===== src/sv/kcq_div.sv =====
module kcq_div #(
  parameter int NW = 29,
  parameter int DW = 13
) (
  input  logic          clk,
  input  logic          rst_n,
  input  logic          start,
  input  logic [NW-1:0] num,
  input  logic [DW-1:0] den,
  output logic          busy,
  output logic          done,
  output logic [NW-1:0] quo
);
  localparam int CTW = $clog2(NW + 1);

  logic          busy_r, done_r;
  logic [CTW-1:0] ctr_r;
  logic [DW-1:0] rem_r, den_r;
  logic [NW-1:0] q_r;
  logic [DW:0]   shifted, diff;
  logic          ge;

  always_comb begin
    shifted = {rem_r, q_r[NW-1]};
    ge      = shifted >= {1'b0, den_r};
    diff    = shifted - {1'b0, den_r};
  end

  // Restoring division, one quotient bit per cycle.
  always_ff @(posedge clk) begin
    if (!rst_n) begin
      busy_r <= 1'b0;
      done_r <= 1'b0;
      ctr_r  <= '0;
    end else begin
      done_r <= 1'b0;
      if (start) begin
        busy_r <= 1'b1;
        ctr_r  <= CTW'(NW);
        q_r    <= num;
        rem_r  <= '0;
        den_r  <= den;
      end else if (busy_r) begin
        rem_r <= ge ? diff[DW-1:0] : shifted[DW-1:0];
        q_r   <= {q_r[NW-2:0], ge};
        ctr_r <= ctr_r - CTW'(1);
        if (ctr_r == CTW'(1)) begin
          busy_r <= 1'b0;
          done_r <= 1'b1;
        end
      end
    end
  end

  assign busy = busy_r;
  assign done = done_r;
  assign quo  = q_r;
endmodule


===== config.mk =====
export PLATFORM = sky130hd
export DESIGN_NAME = kcq_div
export DESIGN_NICKNAME = d
export VERILOG_FILES = /design/src/sv/kcq_div.sv
export SDC_FILE = /design/constraint.sdc
export NUM_CORES = 1
export LEC_CHECK = 0
export BUFFER_PORTS_ARGS = -buffer_cell sky130_fd_sc_hd__buf_2
export CORE_MARGIN = 5
export CORE_UTILIZATION = 40
export DETAILED_ROUTE_END_ITERATION = 10
export PLACE_DENSITY = 0.68
export SLEW_MARGIN = 10
export SYNTH_ARGS = -nofsm -noshare
export SYNTH_HDL_FRONTEND = slang
export SYNTH_SLANG_ARGS = --single-unit

===== constraint.sdc =====
create_clock -name clk -period 5.2 [get_ports clk]
set_input_delay 0.52 -clock clk [delete_from_list [all_inputs] [get_ports clk]]
set_output_delay 0.52 -clock clk [all_outputs]
set_load 0.01 [all_outputs]

==> results of run 1 <==
## how the worst max path moves through the flow
stage	startpoint	end	slack (ns)
CTS	quo[28]	quo[0]	2.49
finish	quo[28]	quo[0]	2.50
global placement	quo[28]	quo[0]	2.56
floorplan	quo[28]	quo[0]	2.63
detailed placement	quo[28]	quo[0]	2.51
global route	quo[28]	quo[0]	2.37
## critical path, cell delays in order, from the launching register on
cell      delay, ns
edfxtp_1       0.40
inv_1          0.08
ha_1           0.16
inv_1          0.05
fa_1           0.43
a211oi_2       0.26
o211ai_1       0.14
a21oi_2        0.28
a21o_4         0.20
nand2_2        0.12
mux2_2         0.34
## stage by stage
| stage | cells | hold WS, ns | power, mW |
|---|---|---|---|
| after floorplan | 248 | 0.533 | 0.815 |
| after global placement | 418 | 0.549 | 0.889 |
| after detailed placement | 418 | 0.556 | 0.892 |
| after CTS | 434 | 0.352 | 1.30 |
| after global routing | 434 | 0.352 | 1.36 |
| final | 434 | 0.369 | 1.29 |
## where the power goes
| part | leakage (nW) | switching (mW) | internal, mW |
|---|---|---|---|
| Clock | 0.0980 | 0.188 | 0.218 |
| Sequential | 0.583 | 0.0223 | 0.594 |
| Combinational | 0.874 | 0.151 | 0.119 |
| Total | 1.56 | 0.361 | 0.931 |
## synth_stat cells (6+ instances only)
| cell | instances |
|---|---|
| ha_1 | 15 |
| o22ai_1 | 6 |
| a21oi_1 | 13 |
| nand2_1 | 9 |
| nand3_1 | 7 |
| inv_1 | 21 |
| xnor2_1 | 9 |
| a21boi_0 | 6 |
| edfxtp_1 | 55 |
| o21ai_0 | 9 |
| mux2_2 | 29 |
| nor2_1 | 6 |
| dfxtp_1 | 7 |
## metal layers
metal  vias to the layer above  GRT usage, %  share of wire [%]
li1                       1096             -                  -
met1                      1078          18.6                 45
met2                        91          22.4                 45
met3                         8          4.98                8.1
met4                         0          4.73                1.3
met5                         -             0                  0
## sequential cells by signal (all words and copies together) (netlist names)
signal,count
busy,1
ctr_r,5
den_r,13
done,1
quo,29
rem_r,13
## cell type report
type | count | area share [%]
multi-input cells | 158 | 33.5
inverters | 21 | 2.05
clock inverters | 7 | 1.69
well taps | 102 | 3.31
clock buffers | 9 | 3.21
flip-flops and latches | 62 | 46.5
repair buffers | 75 | 9.74
## cell usage in the layout, fill, tap and decap left out, drive strengths merged, types with 2 or more instances in the layout
cell type	synthesis	routed
a21boi	6	6
a21o	4	4
nand3b	2	2
nor2b	2	2
buf	1	75
a211oi	3	3
nor4b	2	2
clkinv	0	6
edfxtp	55	55
o21a	2	2
inv	21	21
clkbuf	6	9
o22ai	6	6
xnor2	9	9
mux2	29	29
a21oi	16	16
nor3	4	4
ha	15	15
o211ai	3	3
nand3	7	7
dfxtp	7	7
o41ai	2	2
nor2	6	6
nand4	2	2
or3	4	4
xor2	5	5
nand2	10	10
o21ai	10	10
## kinds of logic (layout without fill, tap and decap cells)
family / after synthesis / in the layout / synth area share [%]
adder cells (fa/ha/maj): 16 / 16 / 6.49
multiplexers: 29 / 29 / 10.2
flip-flops: 62 / 62 / 56.0
buffers and inverters: 28 / 112 / 3.64
AND/OR/NAND/NOR: 41 / 41 / 6.73
AO/OA/AOI/OAI: 58 / 58 / 13.1
XOR/XNOR: 14 / 14 / 3.83
==> flow_metrics.tcl, run 1 <==
set metrics [dict create \
    status "finished clean" \
    min_to "den_r[4]" \
    cts.sinks 62 \
    n_fill_cell 727 \
    cts_setup_buffers 0 \
    hpwl_um 4940 \
    overflow 0 \
    clk_pin_slew_ns 0.07 \
    ir_drop_uv 181 \
    place_ws_ns 2.51 \
    vias 2273 \
    cts_tree "yes" \
    place_congestion 0.839 \
    htreeDepth 3 \
    routed_via_density 5.24 \
    cp_max_fo 7 \
    synthCells 248 \
    antenna_found_initial 0 \
    wirelength_um 6850 \
    rows 32 \
    slew_headroom_pct 33.3 \
    n_antenna_cell 0 \
    syn_nets 309 \
    die_y_um 99.4 \
    min_path_cells 1 \
    holdBufCountCts 0 \
    first_global_vias 2408 \
    cap_violations 0 \
    holdCritPathClass "primary input to flop" \
    max_freq_ghz 0.370 \
    worstReg2RegStart "quo[28]" \
    grt_max_degree 44 \
    finalCritPeriodShare_pct 51.9 \
    postPlaceCellArea_um2 3660 \
    num_io_pins 76 \
    required_ns 5.28 \
    finalInstanceArea_um2 3850 \
    yosysWarnings 0 \
    ff2ff_setup_slack_ns 2.50 \
    setup_violations 0 \
    ys_seq_elements 62 \
    hold_violations 0 \
    p_per_area_nw_per_um2 335 \
    yosys_most_used_dff "edfxtp_1" \
    seq_area_frac_synth_pct 56.0 \
    area_growth_pct 20.5 \
    p_leak_nw 1.56 \
    cts_buffer_depth 2 \
    async_reset_ff_share_pct 0 \
    synth-edff-count 55 \
    ant_nets 0 \
    yosys.area.top_type "edfxtp_1" \
    die_x_um 99.4 \
    grt_pass1_wl_um 11300 \
    ctsResizeCount 0 \
    start_util_pct 41.2 \
    hp-start "den[4]" \
    drc_errors 0 \
    syn_area_per_cell_um2 12.9 \
    cts-root-buf "clkbuf_8" \
    min_period_ns 2.70 \
    wl_per_cell_um 15.8 \
    worstRegToRegCells 10 \
    r2r_end "quo[0]" \
    drv_slew 0 \
    yosys-top-cells-area "edfxtp_1 52%, mux2_2 10%, ha_1 5.9%" \
    regArea_um2 1790 \
    synth.distinct_cells 42 \
    setup-tns-final_ns 0 \
    worstMarginPinSlew_ns 1.00 \
    insertion_delay_ns 0.33 \
    multi_input_area_um2 1290 \
    firstDrtPassIters 4 \
    layout_setup_ws_ns 2.50 \
    layout.nets 388 \
    start_kind "flop" \
    synth.cell_area_um2 3200 \
    post-route-util_pct 49.6 \
    coreArea_um2 7770 \
    drt_iter0_drc 241 \
    crit_arrival_ns 2.78 \
    numCtsBuffers 9 \
    grt_usage_pct 14.3 \
    io_buffers 75 \
    netlist.area_leader.share_pct 51.6 \
    setup.worst_path.class "flop to flop" \
    die-area_um2 9880 \
    layout-drive-gt1-share_pct 38.9 \
    rsz0062_at_grt "no" \
    crit_path_end_kind "flop" \
    fin_skew_ns 0.00736 \
]
Power figures use the tool's default switching activity.
==> run 2, diff against run 1 <==
--- a/config.mk
+++ b/config.mk
@@ -9,7 +9,7 @@
 export CORE_MARGIN = 5
 export CORE_UTILIZATION = 40
 export DETAILED_ROUTE_END_ITERATION = 10
-export PLACE_DENSITY = 0.68
+export PLACE_DENSITY = 0.71
 export SLEW_MARGIN = 10
 export SYNTH_ARGS = -nofsm -noshare
 export SYNTH_HDL_FRONTEND = slang
==> constraint.sdc (replaced) <==
create_clock -name clk -period 2.4 [get_ports clk]
set_input_delay 0.24 -clock clk [delete_from_list [all_inputs] [get_ports clk]]
set_output_delay 0.24 -clock clk [all_outputs]
set_load 0.01 [all_outputs]
==> run 2 against run 1 <==
Register-to-register slack got worse by 2.5 ns. Worst hold slack got worse by 0.29 ns. Critical path type unchanged. Highest routed layer unchanged. Clock power rose by 130%. Clock skew grew 0.0030 ns. The flow now finishes with violations (negative setup slack).
==> flow_metrics.tcl, run 2 (same netlist as run 1, synthesis figures left out) <==
set metrics [dict create \
    drv_slew 0 \
    worstReg2RegStart "quo[28]" \
    n_fill_cell 697 \
    p_leak_nw 1.64 \
    slew_headroom_pct 62.9 \
    finalInstanceArea_um2 4040 \
    grt_pass1_wl_um 11400 \
    start_kind "flop" \
    fin_cells 449 \
    layout.nets 403 \
    overflow 0 \
    place_congestion 0.888 \
    hpwl_um 5170 \
    min_path_cells 1 \
    cts.sinks 62 \
    dp.cells 432 \
    htreeDepth 3 \
    numCtsBuffers 9 \
    cts-root-buf "clkbuf_8" \
    insertion_delay_ns 0.33 \
    io_buffers 75 \
    worstMarginPinSlew_ns 0.556 \
    wirelength_um 7040 \
    fin_hold_ws_ns 0.0775 \
    hp-start "den[2]" \
    antenna_found_initial 0 \
    wl_per_cell_um 15.7 \
    regArea_um2 1790 \
    clk_pin_slew_ns 0.07 \
    die-area_um2 9880 \
    path_delay_family "compound AO/OA/AOI/OAI gates" \
    max_freq_ghz 0.410 \
    drc_errors 0 \
    layout-drive-gt1-share_pct 44.1 \
    first_global_vias 2401 \
    cts_tree "yes" \
    drt_iter0_drc 94 \
    startpoint "quo[28]" \
    cap_violations 0 \
    grt_usage_pct 14.6 \
    grt_max_degree 35 \
    rsz0062_at_grt "yes" \
    worstRegToRegCells 10 \
    min_period_ns 2.44 \
    status "complete, but fails checks" \
    finalPower_mw 2.92 \
    firstDrtPassIters 4 \
    layout_setup_ws_ns -0.0389 \
    start_util_pct 41.2 \
    r2r_end "rem_r[12]" \
    violations "negative setup slack" \
    hold_violations 0 \
    die_y_um 99.4 \
    num_io_pins 76 \
    n_antenna_cell 0 \
    crit_arrival_ns 2.52 \
    finalCritPeriodShare_pct 102 \
    min_to "den_r[2]" \
    cts_buffer_depth 2 \
    cp_max_fo 4 \
    postPlaceCellArea_um2 3780 \
    rows 32 \
    die_x_um 99.4 \
    crit_path_end_kind "flop" \
    critical_path_buf_inv_count 2 \
    setup.worst_path.class "flop to flop" \
    ant_nets 0 \
    multi_input_area_um2 1350 \
    setup_violations 6 \
    area_growth_pct 26.4 \
    setup-tns-final_ns -0.175 \
    routed_via_density 5.07 \
    fin_skew_ns 0.0103 \
    cpPeakStageDelay_ns 0.40 \
    cp_slowest_cell "edfxtp_1" \
    coreArea_um2 7770 \
    required_ns 2.49 \
    final_cell_mix "75 x buf_2, 55 x edfxtp_1, 28 x mux2_2" \
    ff2ff_setup_slack_ns -0.04 \
    largest_reg_flops 29 \
    ir_drop_uv 410 \
    holdCritPathClass "primary input to flop" \
    final_common_cell "buf_2" \
    p_per_area_nw_per_um2 722 \
    crit_chain "inv_2, ha_4, inv_2, fa_2, a211oi_2, o211ai_1, a21oi_2, a21oi_2, or3_1, o211a_1" \
    vias 2276 \
]
==> run 2: worst max path at each step <==
stage | end | slack (ns) | cells past startpoint
2_1_floorplan | quo[0] | -0.06 | 10
5_1_grt | rem_r[12] | -0.14 | 10
3_5_place_dp | rem_r[8] | -0.07 | 11
6_report | rem_r[12] | -0.04 | 10
4_1_cts | rem_r[12] | -0.06 | 10
3_3_place_gp | rem_r[8] | 0.04 | 11
==> run 2: layout make-up <==
type / count / area share, %
repair buffers: 90 / 12.2
inverters: 21 / 1.95
well taps: 102 / 3.16
multi-input cells: 158 / 33.4
clock inverters: 4 / 1.14
flip-flops and latches: 62 / 44.3
clock buffers: 12 / 3.84
==> run 2: per-layer routing <==
layer	track usage [%]	vias to the layer above	routed length [um]
li1	-	1121	-
met4	3.78	0	71
met3	6.24	7	530
met1	17.3	1072	3030
met2	24.3	76	3400
met5	0	-	0
==> run 2: repair_timing <==
action | in CTS | in global routing
pin swaps | 3 | 2
endpoints found under the setup margin | 14 | 14
setup buffers | 0 | 1
gates resized for setup | 10 | 7
hold buffers | 0 | 0
==> run 2: metrics by stage <==
step / util (%) / setup WS [ns]
floorplan: - / -0.0554
global placement: 48.6 / 0.0400
detailed placement: 48.6 / -0.0745
CTS: 51.6 / -0.0551
global route: 52.1 / -0.139
finish: 52.1 / -0.0389
==> run 2: worst register-to-register path, stage by stage (launching register included) <==
cell      delay, ns
edfxtp_1       0.40
inv_2          0.09
ha_4           0.14
inv_2          0.03
fa_2           0.34
a211oi_2       0.24
o211ai_1       0.13
a21oi_2        0.27
a21oi_2        0.11
or3_1          0.32
o211a_1        0.13
==> run 2: where the power goes <==
part | switching [mW] | internal, mW | leakage (nW)
combinational | 0.342 | 0.311 | 0.960
clock | 0.400 | 0.532 | 0.100
sequential | 0.0480 | 1.29 | 0.583
==> run 3, diff against run 2 <==
==> config.mk (replaced) <==
export PLATFORM = sky130hd
export DESIGN_NAME = kcq_div
export DESIGN_NICKNAME = d
export VERILOG_FILES = /design/src/sv/kcq_div.sv
export SDC_FILE = /design/constraint.sdc
export NUM_CORES = 1
export LEC_CHECK = 0
export BUFFER_PORTS_ARGS = -buffer_cell sky130_fd_sc_hd__buf_4
export CELL_PAD_IN_SITES_DETAIL_PLACEMENT = 0
export CELL_PAD_IN_SITES_GLOBAL_PLACEMENT = 1
export CORE_MARGIN = 5
export CORE_UTILIZATION = 39
export DETAILED_ROUTE_END_ITERATION = 10
export PLACE_DENSITY = 0.83
export SLEW_MARGIN = 10
export SYNTH_ARGS = -nofsm -noshare
export SYNTH_HDL_FRONTEND = slang
export SYNTH_SLANG_ARGS = --single-unit
==> run 3 against run 2 <==
The run still ends with negative setup slack left. Cell count is 0.89% higher. Clock skew is 0.0027 ns lower. Worst setup slack better by 0.035 ns. Register-to-register slack better by 0.03 ns. Worst hold slack better by 0.0046 ns. Largest cell class unchanged.
==> flow_metrics.tcl, run 3 (same netlist as run 1, synthesis figures left out) <==
set metrics [dict create \
    min_period_ns 2.40 \
    max_freq_ghz 0.416 \
    drv_slew 0 \
    fin_skew_ns 0.00763 \
    slew_headroom_pct 61.0 \
    first_global_vias 2511 \
    drc_errors 0 \
    ir_drop_uv 491 \
    clk_pin_slew_ns 0.07 \
    layout-drive-gt1-share_pct 46.3 \
    firstDrtPassIters 4 \
    p_leak_nw 1.72 \
    use_met1_pct 17.4 \
    place_congestion 0.802 \
    ant_nets 0 \
    crit_path_end_kind "flop" \
    p_per_area_nw_per_um2 680 \
    io_buffers 75 \
    cts-root-buf "clkbuf_8" \
    grt_util_met2_pct 22.7 \
    violations "negative setup slack" \
    routed_via_density 5.21 \
    insertion_delay_ns 0.33 \
    n_antenna_cell 0 \
    num_io_pins 76 \
    cts_tree "yes" \
    final_common_cell "buf_4" \
    htreeDepth 3 \
    holdCritPathClass "primary input to flop" \
    grt_pass1_wl_um 11700 \
    layout.nets 404 \
    cts.sinks 62 \
    grt_busiest_layer "met2" \
    cts_buffer_depth 2 \
    die_x_um 101 \
    die_y_um 101 \
    start_kind "flop" \
    holdBufCountCts 0 \
    largest_reg_flops 29 \
    worstMarginPinSlew_ns 0.584 \
    grt_usage_pct 14.7 \
    hp-start "den[5]" \
    coreArea_um2 8090 \
    hold_violations 0 \
    start_util_pct 39.5 \
    finalInstanceArea_um2 4270 \
    die-area_um2 10100 \
    met3_usage_pct 7.75 \
    rsz0062_at_grt "yes" \
    antenna_found_initial 0 \
    final_cell_mix "87 x buf_4, 55 x edfxtp_1, 28 x mux2_2" \
    startpoint "quo[28]" \
    layout_setup_ws_ns -0.00433 \
    status "complete, but fails checks" \
    cp_max_fo 5 \
    cap_violations 0 \
    hpwl_um 5400 \
    worstReg2RegStart "quo[28]" \
    place_ws_ns -0.0970 \
    overflow 0 \
    postPlaceCellArea_um2 3980 \
    wl_per_cell_um 15.9 \
    wirelength_um 7210 \
    required_ns 2.47 \
    crit_arrival_ns 2.47 \
    numCtsBuffers 9 \
    rows 33 \
    setup_violations 2 \
    grt_max_degree 27 \
    drt_iter0_drc 126 \
    finalCritPeriodShare_pct 100 \
    vias 2359 \
    setup.worst_path.class "flop to flop" \
    area_growth_pct 33.6 \
]
## run 3: cell count changes in the layout (fill, tap and decap cells not counted), sizes merged
cell      before  now
clkinv         2    1
clkinvlp       1    0
clkbuf        12   15
buf           90   91
bufinv         1    0
## run 3: final timing paths
| path | cells after the start | slack, ns | endpoint |
|---|---|---|---|
| min | 1 | 0.08 | den_r[5] |
| max reg2reg | 11 | -0.004 | rem_r[5] |
| min reg2reg | 1 | 0.57 | ctr_r[1] |
| max | 11 | -0.004 | rem_r[5] |
## run 3: critical path: stages, from the launching register on
cell and delay [ns]:
edfxtp_1 0.38, inv_1 0.07, ha_2 0.18, inv_2 0.04, fa_2 0.34, a211oi_2 0.22, o211ai_1 0.12, a21oi_2 0.18
a21oi_2 0.10, buf_4 0.16, o211ai_1 0.24, a21oi_2 0.09
## run 3: metal layers
| metal | routed length [um] | part of all wire, % | up-vias |
|---|---|---|---|
| met1 | 2940 | 41 | 1128 |
| met4 | 87 | 1.2 | 0 |
| met5 | 0 | 0 | - |
| met2 | 3430 | 48 | 93 |
| li1 | - | - | 1130 |
| met3 | 750 | 10 | 8 |
## run 3: final cells by class
cell class                      count  area, um^2
Clock buffer                       15         176
Clock inverter                      1        5.00
Fill cell                         754        3820
Inverter                           21        78.8
Multi-Input combinational cell    158        1380
Sequential cell                    62        1790
Tap cell                          105         131
Timing Repair Buffer               91         707
## run 3: what timing repair did
| item | 4_1_cts | 5_1_grt |
|---|---|---|
| gates resized for setup | 6 | 21 |
| setup endpoints to repair | 13 | 14 |
| pin swaps | 1 | 9 |
| buffers inserted | 2 | 0 |
## run 3: per-stage QoR
step | util, % | cells | hold WS (ns) | setup TNS (ns) | total power [mW]
2_1_floorplan | - | 248 | 0.339 | -0.0554 | 1.77
3_5_place_dp | 49.2 | 435 | 0.420 | -0.751 | 2.02
3_3_place_gp | 49.2 | 435 | 0.419 | 0 | 2.01
4_1_cts | 51.8 | 453 | 0.0630 | -0.0167 | 2.89
6_report | 52.8 | 453 | 0.0821 | -0.00826 | 2.90
5_1_grt | 52.8 | 453 | 0.0546 | -1.53 | 3.06
## run 3: power breakdown
part / switching, mW / internal, mW
registers: 0.0521 / 1.29
clock network: 0.385 / 0.460
logic: 0.365 / 0.357
